--- src/sv/lslc_pkg.sv ---
`default_nettype none

package lslc_pkg;

    // sizes
    localparam int SAMPLE_BITS_DEF = 12;
    localparam int DUTY_W          = 10;
    localparam int TICK_W          = 16;
    localparam int BAR_W           = 6;
    localparam int CFG_IDX_W       = 3;
    localparam int CFG_DATA_W      = 16;
    localparam int BAR_CMP_W       = 16;

    // register reset values
    localparam int SETPOINT_RST        = 1350;
    localparam int SOUND_THRESHOLD_RST = 2500;
    localparam int TIMEOUT_TICKS_RST   = 1600;
    localparam int TRIGGER_DUTY_RST    = 250;
    localparam int PWM_PERIOD_RST      = 500;

    // light bar thresholds
    localparam logic [BAR_CMP_W-1:0] BAR_LVL0 = 16'd300;
    localparam logic [BAR_CMP_W-1:0] BAR_LVL1 = 16'd600;
    localparam logic [BAR_CMP_W-1:0] BAR_LVL2 = 16'd900;
    localparam logic [BAR_CMP_W-1:0] BAR_LVL3 = 16'd1200;
    localparam logic [BAR_CMP_W-1:0] BAR_LVL4 = 16'd1500;
    localparam logic [BAR_CMP_W-1:0] BAR_LVL5 = 16'd1800;

    // configuration register indexes
    typedef enum logic [CFG_IDX_W-1:0] {
        CFG_SETPOINT        = 3'd0,
        CFG_SOUND_THRESHOLD = 3'd1,
        CFG_TIMEOUT_TICKS   = 3'd2,
        CFG_TRIGGER_DUTY    = 3'd3,
        CFG_PWM_PERIOD      = 3'd4
    } cfg_index_t;

    // item kinds
    typedef enum logic {
        OP_SAMPLE = 1'b0,
        OP_TICK   = 1'b1
    } op_t;

    // control handed from the product stage to the update stage
    typedef struct packed {
        op_t              op;
        logic             raise;
        logic             trig;
        logic [BAR_W-1:0] bar;
    } step_ctl_t;

    // six-segment bar; the top segment needs strictly more than its level
    function automatic logic [BAR_W-1:0] make_bar(input logic [BAR_CMP_W-1:0] light);
        logic [BAR_W-1:0] b;
        b[0] = (light >= BAR_LVL0);
        b[1] = (light >= BAR_LVL1);
        b[2] = (light >= BAR_LVL2);
        b[3] = (light >= BAR_LVL3);
        b[4] = (light >= BAR_LVL4);
        b[5] = (light >  BAR_LVL5);
        return b;
    endfunction

endpackage

`default_nettype wire

--- src/sv/lslc_step.sv ---
`default_nettype none

module lslc_step #(
    parameter int SAMPLE_BITS = lslc_pkg::SAMPLE_BITS_DEF
) (
    input  wire logic                                   clk,
    input  wire logic                                   rst_n,
    input  wire logic                                   in_valid,
    output logic                                        in_ready,
    input  wire lslc_pkg::op_t                          op,
    input  wire logic [SAMPLE_BITS-1:0]                 light,
    input  wire logic [SAMPLE_BITS-1:0]                 sound,
    input  wire logic [SAMPLE_BITS-1:0]                 setpoint,
    input  wire logic [SAMPLE_BITS-1:0]                 sound_threshold,
    input  wire logic [lslc_pkg::DUTY_W-1:0]            pwm_period,
    output logic                                        out_valid,
    input  wire logic                                   out_ready,
    output lslc_pkg::step_ctl_t                         ctl,
    output logic [SAMPLE_BITS+lslc_pkg::DUTY_W-1:0]     prod
);

    localparam int PW = SAMPLE_BITS + lslc_pkg::DUTY_W;

    logic                    valid_reg;
    lslc_pkg::step_ctl_t     ctl_reg;
    lslc_pkg::step_ctl_t     ctl_next;
    logic [PW-1:0]           prod_reg;
    logic [PW-1:0]           prod_next;
    logic [SAMPLE_BITS-1:0]  diff;

    // light error magnitude, direction, trigger compare, light bar and product
    always_comb
    begin
        ctl_next.op    = op;
        ctl_next.raise = (light >= setpoint);
        ctl_next.trig  = (sound >= sound_threshold);
        ctl_next.bar   = lslc_pkg::make_bar(lslc_pkg::BAR_CMP_W'(light));
        diff           = ctl_next.raise ? (light - setpoint) : (setpoint - light);
        prod_next      = PW'(diff) * PW'(pwm_period);
    end

    assign in_ready = !valid_reg || out_ready;

    always_ff @(posedge clk or negedge rst_n)
    begin
        if (!rst_n)
        begin
            valid_reg <= 1'b0;
        end
        else if (in_ready)
        begin
            valid_reg <= in_valid;
        end
    end

    // product register
    always_ff @(posedge clk)
    begin
        if (in_valid && in_ready)
        begin
            ctl_reg  <= ctl_next;
            prod_reg <= prod_next;
        end
    end

    assign out_valid = valid_reg;
    assign ctl       = ctl_reg;
    assign prod      = prod_reg;

endmodule

`default_nettype wire

--- src/sv/lslc_update.sv ---
`default_nettype none

module lslc_update #(
    parameter int SAMPLE_BITS = lslc_pkg::SAMPLE_BITS_DEF
) (
    input  wire logic                                   clk,
    input  wire logic                                   rst_n,
    input  wire logic                                   in_valid,
    output logic                                        in_ready,
    input  wire lslc_pkg::step_ctl_t                    ctl,
    input  wire logic [SAMPLE_BITS+lslc_pkg::DUTY_W-1:0] prod,
    input  wire logic [lslc_pkg::DUTY_W-1:0]            pwm_period,
    input  wire logic [lslc_pkg::DUTY_W-1:0]            trigger_duty,
    input  wire logic [lslc_pkg::TICK_W-1:0]            timeout_ticks,
    output logic                                        out_valid,
    input  wire logic                                   out_ready,
    output logic [lslc_pkg::DUTY_W-1:0]                 duty,
    output logic [lslc_pkg::BAR_W-1:0]                  level_bar
);

    localparam int PW = SAMPLE_BITS + lslc_pkg::DUTY_W;
    localparam int XW = PW + 1;
    localparam int QW = XW - SAMPLE_BITS;
    localparam int DW = lslc_pkg::DUTY_W;
    localparam logic [XW-1:0] FULL = XW'((64'd1 << SAMPLE_BITS) - 64'd1);

    logic                          valid_reg;
    logic [DW-1:0]                 duty_reg;
    logic [DW-1:0]                 duty_next;
    logic [lslc_pkg::TICK_W-1:0]   tick_reg;
    logic [lslc_pkg::TICK_W-1:0]   tick_next;
    logic [lslc_pkg::BAR_W-1:0]    bar_reg;
    logic [lslc_pkg::BAR_W-1:0]    bar_next;

    logic [XW-1:0]                 x_ext;
    logic [XW-1:0]                 x_sum;
    logic [QW-1:0]                 q_est;
    logic [XW-1:0]                 q_ext;
    logic [XW-1:0]                 rem;
    logic [QW-1:0]                 step;
    logic [DW:0]                   up_sum;
    logic [DW-1:0]                 up_val;
    logic [DW-1:0]                 down_val;
    logic [DW-1:0]                 reg_val;
    logic                          reg_en;
    logic [lslc_pkg::TICK_W-1:0]   tick_inc;

    // divide by full scale: estimate from x * (1 + 2^-n) / 2^n, one correction
    always_comb
    begin
        x_ext = XW'(prod);
        x_sum = x_ext + (x_ext >> SAMPLE_BITS);
        q_est = QW'(x_sum >> SAMPLE_BITS);
        q_ext = XW'(q_est);
        rem   = x_ext + q_ext - (q_ext << SAMPLE_BITS);
        step  = (rem >= FULL) ? (q_est + QW'(1)) : q_est;
    end

    // regulation toward the light error, saturated to 0..period, only while the duty lies strictly between 0 and period
    always_comb
    begin
        reg_en   = (duty_reg != '0) && (duty_reg < pwm_period);
        up_sum   = (DW+1)'(duty_reg) + (DW+1)'(step);
        up_val   = (up_sum > (DW+1)'(pwm_period)) ? pwm_period : up_sum[DW-1:0];
        down_val = ((DW+1)'(step) >= (DW+1)'(duty_reg)) ? '0 : (duty_reg - DW'(step));
        if (reg_en)
        begin
            reg_val = ctl.raise ? up_val : down_val;
        end
        else
        begin
            reg_val = duty_reg;
        end
    end

    // next state for sample and tick items
    always_comb
    begin
        duty_next = duty_reg;
        tick_next = tick_reg;
        bar_next  = bar_reg;
        tick_inc  = tick_reg + lslc_pkg::TICK_W'(1);
        if (in_valid && in_ready)
        begin
            case (ctl.op)
                lslc_pkg::OP_SAMPLE:
                begin
                    bar_next = ctl.bar;
                    if (ctl.trig)
                    begin
                        duty_next = trigger_duty;
                        tick_next = '0;
                    end
                    else
                    begin
                        duty_next = reg_val;
                    end
                end
                lslc_pkg::OP_TICK:
                begin
                    if (tick_inc == timeout_ticks)
                    begin
                        duty_next = '0;
                        tick_next = '0;
                    end
                    else
                    begin
                        tick_next = tick_inc;
                    end
                end
                default:
                begin
                    tick_next = tick_reg;
                end
            endcase
        end
    end

    assign in_ready = !valid_reg || out_ready;

    // state doubles as the result register
    always_ff @(posedge clk or negedge rst_n)
    begin
        if (!rst_n)
        begin
            valid_reg <= 1'b0;
            duty_reg  <= '0;
            tick_reg  <= '0;
            bar_reg   <= '0;
        end
        else
        begin
            if (in_ready)
            begin
                valid_reg <= in_valid;
            end
            duty_reg <= duty_next;
            tick_reg <= tick_next;
            bar_reg  <= bar_next;
        end
    end

    assign out_valid = valid_reg;
    assign duty      = duty_reg;
    assign level_bar = bar_reg;

endmodule

`default_nettype wire

--- src/sv/light_sound_lamp_controller_unit.sv ---
// Lamp duty controller. Sensor samples (tuser 0) steer the PWM duty toward the
// light setpoint by floor(|light - setpoint| * period / full scale), clamped to
// 0..period, and a sound level at or above the threshold loads the trigger duty
// and restarts the off timer; timer ticks (tuser 1) count toward the timeout,
// at which the duty drops to 0. Every item gives exactly one result: the duty
// and the six-segment light bar of the last sample. It takes one item per clock
// when the output is not stalled: input register, multiply register, then the
// divide and duty update that writes the result register, where the duty
// feedback closes and sets that rate. Registers must be written by the user
// through the cfg port only while idle; the block itself does not enforce it.
`default_nettype none

module light_sound_lamp_controller_unit #(
    parameter int  SAMPLE_BITS = lslc_pkg::SAMPLE_BITS_DEF,
    localparam int S_DATA_W    = ((2 * SAMPLE_BITS + 7) / 8) * 8
) (
    input  wire logic                                clk,
    input  wire logic                                rst_n,
    // sample / tick input
    input  wire logic                                s_tvalid,
    output logic                                     s_tready,
    input  wire logic [S_DATA_W-1:0]                 s_tdata,   // light_level, sound_level, zero pad
    input  wire logic                                s_tuser,   // operation
    // result output
    output logic                                     m_tvalid,
    input  wire logic                                m_tready,
    output logic [15:0]                              m_tdata,   // duty, level_bar
    // register writes
    input  wire logic                                cfg_valid,
    output logic                                     cfg_ready,
    input  wire logic [lslc_pkg::CFG_IDX_W-1:0]      cfg_index,
    input  wire logic [lslc_pkg::CFG_DATA_W-1:0]     cfg_data
);

    localparam int PW = SAMPLE_BITS + lslc_pkg::DUTY_W;

    logic [SAMPLE_BITS-1:0]             setpoint_reg;
    logic [SAMPLE_BITS-1:0]             sound_threshold_reg;
    logic [lslc_pkg::TICK_W-1:0]        timeout_ticks_reg;
    logic [lslc_pkg::DUTY_W-1:0]        trigger_duty_reg;
    logic [lslc_pkg::DUTY_W-1:0]        pwm_period_reg;

    logic                               s1_valid_reg;
    lslc_pkg::op_t                      s1_op_reg;
    logic [SAMPLE_BITS-1:0]             s1_light_reg;
    logic [SAMPLE_BITS-1:0]             s1_sound_reg;

    logic                               s2_ready;
    logic                               s2_valid;
    lslc_pkg::step_ctl_t                s2_ctl;
    logic [PW-1:0]                      s2_prod;
    logic                               out_ready;
    logic [lslc_pkg::DUTY_W-1:0]        duty;
    logic [lslc_pkg::BAR_W-1:0]         level_bar;

    // register file, always ready for a transfer
    assign cfg_ready = 1'b1;

    always_ff @(posedge clk or negedge rst_n)
    begin
        if (!rst_n)
        begin
            setpoint_reg        <= SAMPLE_BITS'(lslc_pkg::SETPOINT_RST);
            sound_threshold_reg <= SAMPLE_BITS'(lslc_pkg::SOUND_THRESHOLD_RST);
            timeout_ticks_reg   <= lslc_pkg::TICK_W'(lslc_pkg::TIMEOUT_TICKS_RST);
            trigger_duty_reg    <= lslc_pkg::DUTY_W'(lslc_pkg::TRIGGER_DUTY_RST);
            pwm_period_reg      <= lslc_pkg::DUTY_W'(lslc_pkg::PWM_PERIOD_RST);
        end
        else if (cfg_valid && cfg_ready)
        begin
            unique case (cfg_index)
                lslc_pkg::CFG_SETPOINT:
                    setpoint_reg <= cfg_data[SAMPLE_BITS-1:0];
                lslc_pkg::CFG_SOUND_THRESHOLD:
                    sound_threshold_reg <= cfg_data[SAMPLE_BITS-1:0];
                lslc_pkg::CFG_TIMEOUT_TICKS:
                    timeout_ticks_reg <= cfg_data[lslc_pkg::TICK_W-1:0];
                lslc_pkg::CFG_TRIGGER_DUTY:
                    trigger_duty_reg <= cfg_data[lslc_pkg::DUTY_W-1:0];
                lslc_pkg::CFG_PWM_PERIOD:
                    pwm_period_reg <= cfg_data[lslc_pkg::DUTY_W-1:0];
                default:
                    pwm_period_reg <= pwm_period_reg;
            endcase
        end
    end

    // input register
    assign s_tready = !s1_valid_reg || s2_ready;

    always_ff @(posedge clk or negedge rst_n)
    begin
        if (!rst_n)
        begin
            s1_valid_reg <= 1'b0;
        end
        else if (s_tready)
        begin
            s1_valid_reg <= s_tvalid;
        end
    end

    always_ff @(posedge clk)
    begin
        if (s_tvalid && s_tready)
        begin
            s1_op_reg    <= lslc_pkg::op_t'(s_tuser);
            s1_light_reg <= s_tdata[SAMPLE_BITS-1:0];
            s1_sound_reg <= s_tdata[2*SAMPLE_BITS-1:SAMPLE_BITS];
        end
    end

    // error and multiply stage
    lslc_step #(
        .SAMPLE_BITS(SAMPLE_BITS)
    ) u_step (
        .clk             (clk),
        .rst_n           (rst_n),
        .in_valid        (s1_valid_reg),
        .in_ready        (s2_ready),
        .op              (s1_op_reg),
        .light           (s1_light_reg),
        .sound           (s1_sound_reg),
        .setpoint        (setpoint_reg),
        .sound_threshold (sound_threshold_reg),
        .pwm_period      (pwm_period_reg),
        .out_valid       (s2_valid),
        .out_ready       (out_ready),
        .ctl             (s2_ctl),
        .prod            (s2_prod)
    );

    // divide, duty update and result register
    lslc_update #(
        .SAMPLE_BITS(SAMPLE_BITS)
    ) u_update (
        .clk           (clk),
        .rst_n         (rst_n),
        .in_valid      (s2_valid),
        .in_ready      (out_ready),
        .ctl           (s2_ctl),
        .prod          (s2_prod),
        .pwm_period    (pwm_period_reg),
        .trigger_duty  (trigger_duty_reg),
        .timeout_ticks (timeout_ticks_reg),
        .out_valid     (m_tvalid),
        .out_ready     (m_tready),
        .duty          (duty),
        .level_bar     (level_bar)
    );

    assign m_tdata = {level_bar, duty};

endmodule

`default_nettype wire

--- config.mk ---
export PLATFORM = sky130hd
export DESIGN_NAME = light_sound_lamp_controller_unit
export DESIGN_NICKNAME = d
export VERILOG_FILES = /design/src/sv/lslc_pkg.sv /design/src/sv/lslc_step.sv /design/src/sv/lslc_update.sv /design/src/sv/light_sound_lamp_controller_unit.sv
export SDC_FILE = /design/constraint.sdc
export NUM_CORES = 1
export LEC_CHECK = 0
export BUFFER_PORTS_ARGS = -buffer_cell sky130_fd_sc_hd__clkbuf_2
export CORE_MARGIN = 4
export CORE_UTILIZATION = 45
export DETAILED_ROUTE_END_ITERATION = 16
export SLEW_MARGIN = 10
export SYNTH_ARGS = -nofsm -noshare
export SYNTH_HDL_FRONTEND = slang
export SYNTH_SLANG_ARGS = --single-unit
--- constraint.sdc ---
create_clock -name clk -period 8.4 [get_ports clk]
set_clock_uncertainty 0.05 [all_clocks]
set_input_delay 1.68 -clock clk [delete_from_list [all_inputs] [get_ports clk]]
set_output_delay 1.68 -clock clk [all_outputs]
set_load 0.005 [all_outputs]
==> After elaboration in Yosys (flattened, before gate mapping) <==
Cells that the tools add are included.
{ "totals": {"word_cells": 82, "memories": 0, "latchBits": 0, "mem_bits_rw": 0, "rom_bits": 0, "register_bits": 151} }
{ "op_classes": {"order_cmp": 12, "multipliers": 1, "muxes": 12, "add_sub_neg": 9, "shifts": 0, "n_div": 0, "eq_ne": 8, "n_bitwise": 1, "reduce_logical": 20} }
{ "ops": {"columns": ["op", "count"], "rows": [
  ["10-bit 2-to-1 mux", 6],
  ["16-bit 2-to-1 mux", 2],
  ["16-bit case mux with 2 select lines", 1],
  ["12-bit by 10-bit >= comparator with 1-bit output (second input constant)", 2],
  ["12-bit by 11-bit >= comparator with 1-bit output (second input constant)", 2],
  ["12-bit >= comparator", 2],
  ["12-bit subtractor", 2],
  ["22-bit by 10-bit adder with 23-bit output", 1],
  ["22-bit by 11-bit adder with 23-bit output", 1],
  ["23-bit by 12-bit >= comparator with 1-bit output (second input constant)", 1],
  ["23-bit subtractor", 1],
  ["12-bit by 10-bit multiplier with 22-bit output", 1],
  ["10-bit case mux with 2 select lines", 1],
  ["16-bit by 1-bit adder with 16-bit output (second input constant)", 1],
  ["16-bit equality test", 1],
  ["2-bit AND reduction", 7],
  ["12-bit by 9-bit >= comparator with 1-bit output (second input constant)", 1],
  ["12-bit by 11-bit > comparator with 1-bit output (second input constant)", 1],
  ["12-bit 2-to-1 mux", 1],
  ["10-bit by 11-bit adder with 11-bit output", 1],
  ["11-bit by 1-bit adder with 11-bit output (second input constant)", 1],
  ["11-bit by 10-bit >= comparator with 1-bit output", 1],
  ["11-bit by 10-bit > comparator with 1-bit output", 1],
  ["11-bit 2-to-1 mux", 1],
  ["other kinds (15)", 23]
]} }

==> Depth between registers and ports, before layout <==
{ "depth": {"word_depth": 12, "mapped_depth": 43} }

==> Hierarchy <==
Synthesis repeated with hierarchy kept, for this count alone.
{ "hier_totals": {"cells_unflattened": 1865, "hier_area_um2": 17377.9} }
{ "modules_own_cells": {"columns": ["module", "area_each_um2", "instances", "seq_area_each_um2", "cells_each"], "rows": [
  ["lslc_step", 8115.3, 1, 955.9, 912],
  ["lslc_update", 6087.1, 1, 825.8, 791],
  ["light_sound_lamp_controller_unit", 3175.5, 1, 2308.5, 162]
]} }

==> Worst setup path after synthesis <==
No wires, ideal clock.
{ "synth_path": {"path_type": "register -> register", "from": "register u_step.prod_reg[14], in the netlist u_step.prod[14]", "to": "register u_update.duty_reg[9], in the netlist u_update.duty[9]", "t_arrival_ns": 8.609, "n_path_buf": 0, "setup_time_ns": 0.126, "path_slack_ns": -0.385, "required_time_ns": 8.224, "synth_period_minus_slack_ns": 8.785, "path_stages_with_launch": 41, "cell_sequence": "edfxtp_1 -> ha_1 -> a21oi_1 -> a21oi_1 -> a2111oi_0 -> o21ai_0 -> and4_1 -> and3_1 -> and2_1 -> ha_1 -> inv_1 -> ha_1 -> inv_1 -> ha_1 -> a21o_1 -> a31o_1 -> a41o_1 -> a22o_2 -> (+5 left out) -> ha_1 -> inv_1 -> a21oi_1 -> nor2_1 -> nor2_1 -> o21bai_1 -> a21oi_1 -> o21bai_1 -> a21oi_1 -> xnor2_1 -> ha_1 -> a21o_1 -> a211oi_1 -> o21ai_0 -> o211ai_1 -> nor2_1 -> a221o_1 -> a221o_1"} }
{ "synth_between": {"elab_chain_len": 12} }
{ "synth_lines": {"columns": ["item", "line_no", "rtl"], "rows": [
  ["from (decl)", "lslc_step.sv:27", "logic [PW-1:0] prod_reg;"],
  ["from (signal assigned)", "lslc_step.sv:62", "prod_reg <= prod_next;"],
  ["22-bit by 10-bit adder with 23-bit output", "lslc_update.sv:52", "x_sum = x_ext + (x_ext >> SAMPLE_BITS);"],
  ["22-bit by 11-bit adder with 23-bit output", "lslc_update.sv:55", "rem = x_ext + q_ext - (q_ext << SAMPLE_BITS);"],
  ["23-bit subtractor", "lslc_update.sv:55", null],
  ["23-bit by 12-bit >= comparator with 1-bit output", "lslc_update.sv:56", "step = (rem >= FULL) ? (q_est + QW'(1)) : q_est;"],
  ["11-bit 2-to-1 mux *", "lslc_update.sv:56", null],
  ["10-bit by 11-bit adder with 11-bit output", "lslc_update.sv:63", "up_sum = (DW+1)'(duty_reg) + (DW+1)'(step);"],
  ["11-bit by 10-bit > comparator with 1-bit output", "lslc_update.sv:64", "up_val = (up_sum > (DW+1)'(pwm_period)) ? pwm_period : up_sum[DW-1:0];"],
  ["10-bit 2-to-1 mux", "lslc_update.sv:64", null],
  ["10-bit 2-to-1 mux *", "lslc_update.sv:68", "reg_val = ctl.raise ? up_val : down_val;"],
  ["10-bit 2-to-1 mux *", "lslc_update.sv:66", "if (reg_en)"],
  ["10-bit 2-to-1 mux *", "lslc_update.sv:89", "if (ctl.trig)"],
  ["10-bit case mux with 2 select lines *", "lslc_update.sv:85", "case (ctl.op)"],
  ["to (signal assigned)", "lslc_update.sv:137", "duty_reg <= duty_next;"],
  ["to (decl)", "lslc_update.sv:28", "logic [DW-1:0] duty_reg;"]
]} }
Every way passes the cells marked *; elsewhere a longest branch is shown, timed or not. The select of a mux whose other input is x is not followed.
A chain may end at the register's enable or synchronous reset.

==> Worst setup path in the final report <==
{ "layout_path": {"from": "register u_step.prod_reg[2], in the netlist u_step.prod[2]", "to": "register u_update.duty_reg[4], in the netlist u_update.duty[4]"} }
The elaborated chain is that of the path after synthesis.

==> results list <==
- Growth of design area from synthesis to finish: 20.7%
- Finish-stage setup viols: 0
* Vias after detailed routing: 12100
* Source-to-sink clock delay at the later pin of the worst-skew pair: 0.43 ns
- At the end of routability-driven placement, the weighted congestion stood at 0.916.
* Vias in the first global route: 11600
- Sorting the synthesized cells by how often they occur yields inv_1, ha_1, nand2_1.
* Startpoint Class: flip-flop
- Registers take 4090 um2.
* Max FFs per register: 22
- The biggest area contributor in the post-synthesis netlist is ha_1.
* WS Path Type: flip-flop to flip-flop
- Worst Reg-to-Reg Cells: 41
- In the final routed layout, each cell accounts on average for 17.8 um.
* Data arrival at the endpoint of the critical path: 8.61 ns
- Summed over all nets, the half-perimeter wirelength after detailed placement is 30100 um.
- Number of buffers created by CTS: 17
- Slowest library cell on the worst path: or4_4
- Depth of the worst hold-timing path: 0
* Critical path fanouts, max: 5
- Synth Area per Inst: 9.41 um2
- The mapped netlist covers 14800 um2.
* CTS Hold Bufs: 0
* Post-Synthesis Net Count: 1894
- At the end of the flow, the number of nets in the layout was 2052.
* Number of synthesized register bits: 151
- The cell sitting at the root of the clock tree is a clkbuf_16.
* RSZ-0062 raised after global routing: true
- Setup crit end kind: flip-flop
- DR pass1 iterations: 5
- Once detail routing completed, the nets flagged for antenna violations numbered 0.
* Total area of multi-input combinational cells: 10600 um2
- In this design, the stage delay of the slowest critical-path cell is 0.52 ns.
- Sinks on the clock net: 151
* Fill cells: 2953
- Detailed-route vias per instance: 5.53
- Maximum number of pins on one net before global-route repair: 54
* Proportion of netlist area held by the largest area contributor: 16.4%
- Initial core utilization: 45.5%
- For this run, design rule violations remaining after detail routing come to 0.
- The count of endpoints failing hold in the final timing report was 0.
* Clk slew on worst S/H paths: 0.07 ns
- Initial antenna violation count: 0
- Post-synth cell types: 79
* Number of levels the H-tree was split into: 4
* Most instantiated flip-flop cell in the synthesis netlist: dfrtp_1
* Port-buffer cells: 66
- Counting stages on the worst path, the most repeated cell is a21oi_2.
- The number of placed instances, taps included, is 2132.
* Die ar.: 35800 um2
- STA puts the critical path data required time at 8.67 ns.
- The first global-routing pass estimated 61800 um of wire.
- Diodes inserted: 0
* Number of enable flip-flop cells after synthesis: 56
- The worst pin sits at a relative slew slack of 21.5%.
- The total overflow left after global routing is 0.
- In the post-synthesis netlist, the cell with the most instances is inv_1.
- Cell types occupying the most area after synthesis: ha_1, dfrtp_1, edfxtp_1, fa_1, inv_1
- Pin placement for this block handled 68 I/O pins.
- The core region is 32500 um2.
- FMAX: 120 MHz
- For this block, the routed nets add up to 38800 um of wire.
- The clock passes through at most 2 buffers.
- The share of the Yosys chip area taken by registers is 27.7%.
* All-layer global routing usage: 21.4%
* Number of cells produced by synthesis: 1569
* Synth async-reset ratio: 62.9%
* Final worst path period share: 99.3%
- The smallest clock period supported by the final layout is computed as 8.34 ns.
* Max Cap Viol: 0
* Count of pins over their slew limit: 0
- Overall die height: 189 um
- For this run, the number of Yosys warnings is 0.
- Status: completed
* Die Wd: 189 um
- Ratio of cells with drive above 1 in the final layout: 23.0%
* Clock tree from TritonCTS: yes
- For this block, the initial DRC count from the detailed router was 842.
- For the pin with the worst max-slew slack, the measured transition is 1.18 ns.
- Number of rows in the core area: 66
- Filler-free cell count of the finished design: 2182
- Type of the tightest min-delay check: flip-flop to flip-flop
[logic make-up (layout without fill, tap and decap cells)]
logic type      Yosys count  after routing  synth area share [%]
compound gates          329            329                  14.9
xor+xnor                103            103                  6.11
fa+ha+maj               276            276                  27.5
buf+inv                 249            419                  6.39
flops                   151            151                  27.7
mux                      42             42                  3.13
other cells               1              1                0.0254
simple gates            418            419                  14.2
[through the flow]
step                utilization (%)  instance area [um2]  setup TNS [ns]  hold WS, ns  setup WS (ns)
finish                         55.0                17800               0        0.392         0.0589
global route                   55.0                17800           -3.70        0.404         -0.413
CTS                            52.4                17000               0        0.389       0.000871
detailed placement             50.3                16300           -2.10        0.373         -0.238
global placement               50.3                16300         -0.0442        0.355       -0.00790
floorplan                         -                14800               0        0.350         0.0397
[cell usage in the layout, fill, tap and decap left out, types with 13 or more instances in the layout]
cell type	netlist	final
o21ai_0	91	83
nor2_1	66	61
o21a_1	13	13
and2_1	45	43
ha_4	0	23
xnor2_1	77	68
clkbuf_2	0	65
xor2_1	26	23
nor2b_1	19	18
clkbuf_16	0	17
dfstp_2	25	25
a21o_1	28	28
buf_4	2	107
o21bai_1	22	22
fa_1	82	82
a21oi_1	65	56
nor3_1	23	20
a221o_1	18	18
nand2_1	139	138
dfrtp_1	70	70
inv_1	206	193
mux2_2	34	33
ha_1	194	167
nand3_1	33	32
edfxtp_1	56	56
nand2b_1	26	26
[what timing repair did]
item | in CTS | in global routing
gates resized for setup | 18 | 129
gates cloned | 0 | 1
pin swaps | 5 | 48
setup buffers | 0 | 17
setup endpoints to repair | 12 | 18
[layout make-up]
type | count | share of cell area, %
repair buffers | 181 | 6.97
flip-flops and latches | 151 | 22.9
multi-input cells | 1170 | 59.2
clock inverters | 15 | 1.02
inverters | 206 | 4.39
clock buffers | 17 | 2.39
well taps | 442 | 3.10
[worst max-delay path: cells and delay by family (launching register included)]
family | cells | cell delay [ns]
xor+xnor | 3 | 0.46
flops | 1 | 0.43
simple gates | 11 | 2.07
compound gates | 16 | 2.93
fa+ha+maj | 5 | 1.29
mux | 1 | 0.37
buf+inv | 5 | 0.58
[per-layer routing]
layer	track usage, %	part of all wire, %
met1	31.6	47
met3	2.53	4.8
met4	4.09	1.1
met2	34.4	47
met5	0	0
[path summary, 6_finish.rpt]
check	slack (ns)	from	to
setup / recovery	0.06	u_step.prod[2]$_DFFE_PP_	u_update.duty[4]$_DFFE_PN0P_
hold / removal	0.39	s1_op_reg$_DFFE_PP_	u_step.ctl[8]$_DFFE_PP_
setup reg to reg	0.06	u_step.prod[2]$_DFFE_PP_	u_update.duty[4]$_DFFE_PN0P_
hold reg to reg	0.39	s1_op_reg$_DFFE_PP_	u_step.ctl[8]$_DFFE_PP_
max in group asynchronous	6.06	rst_n	sound_threshold_reg[6]$_DFFE_PN1P_
min in group asynchronous	1.22	rst_n	u_update.tick_reg[11]$_DFFE_PN0P_
Power is left out: the tool's default activity adds up to more than one toggle a clock period on the data nets, which glitch-free logic cannot reach.
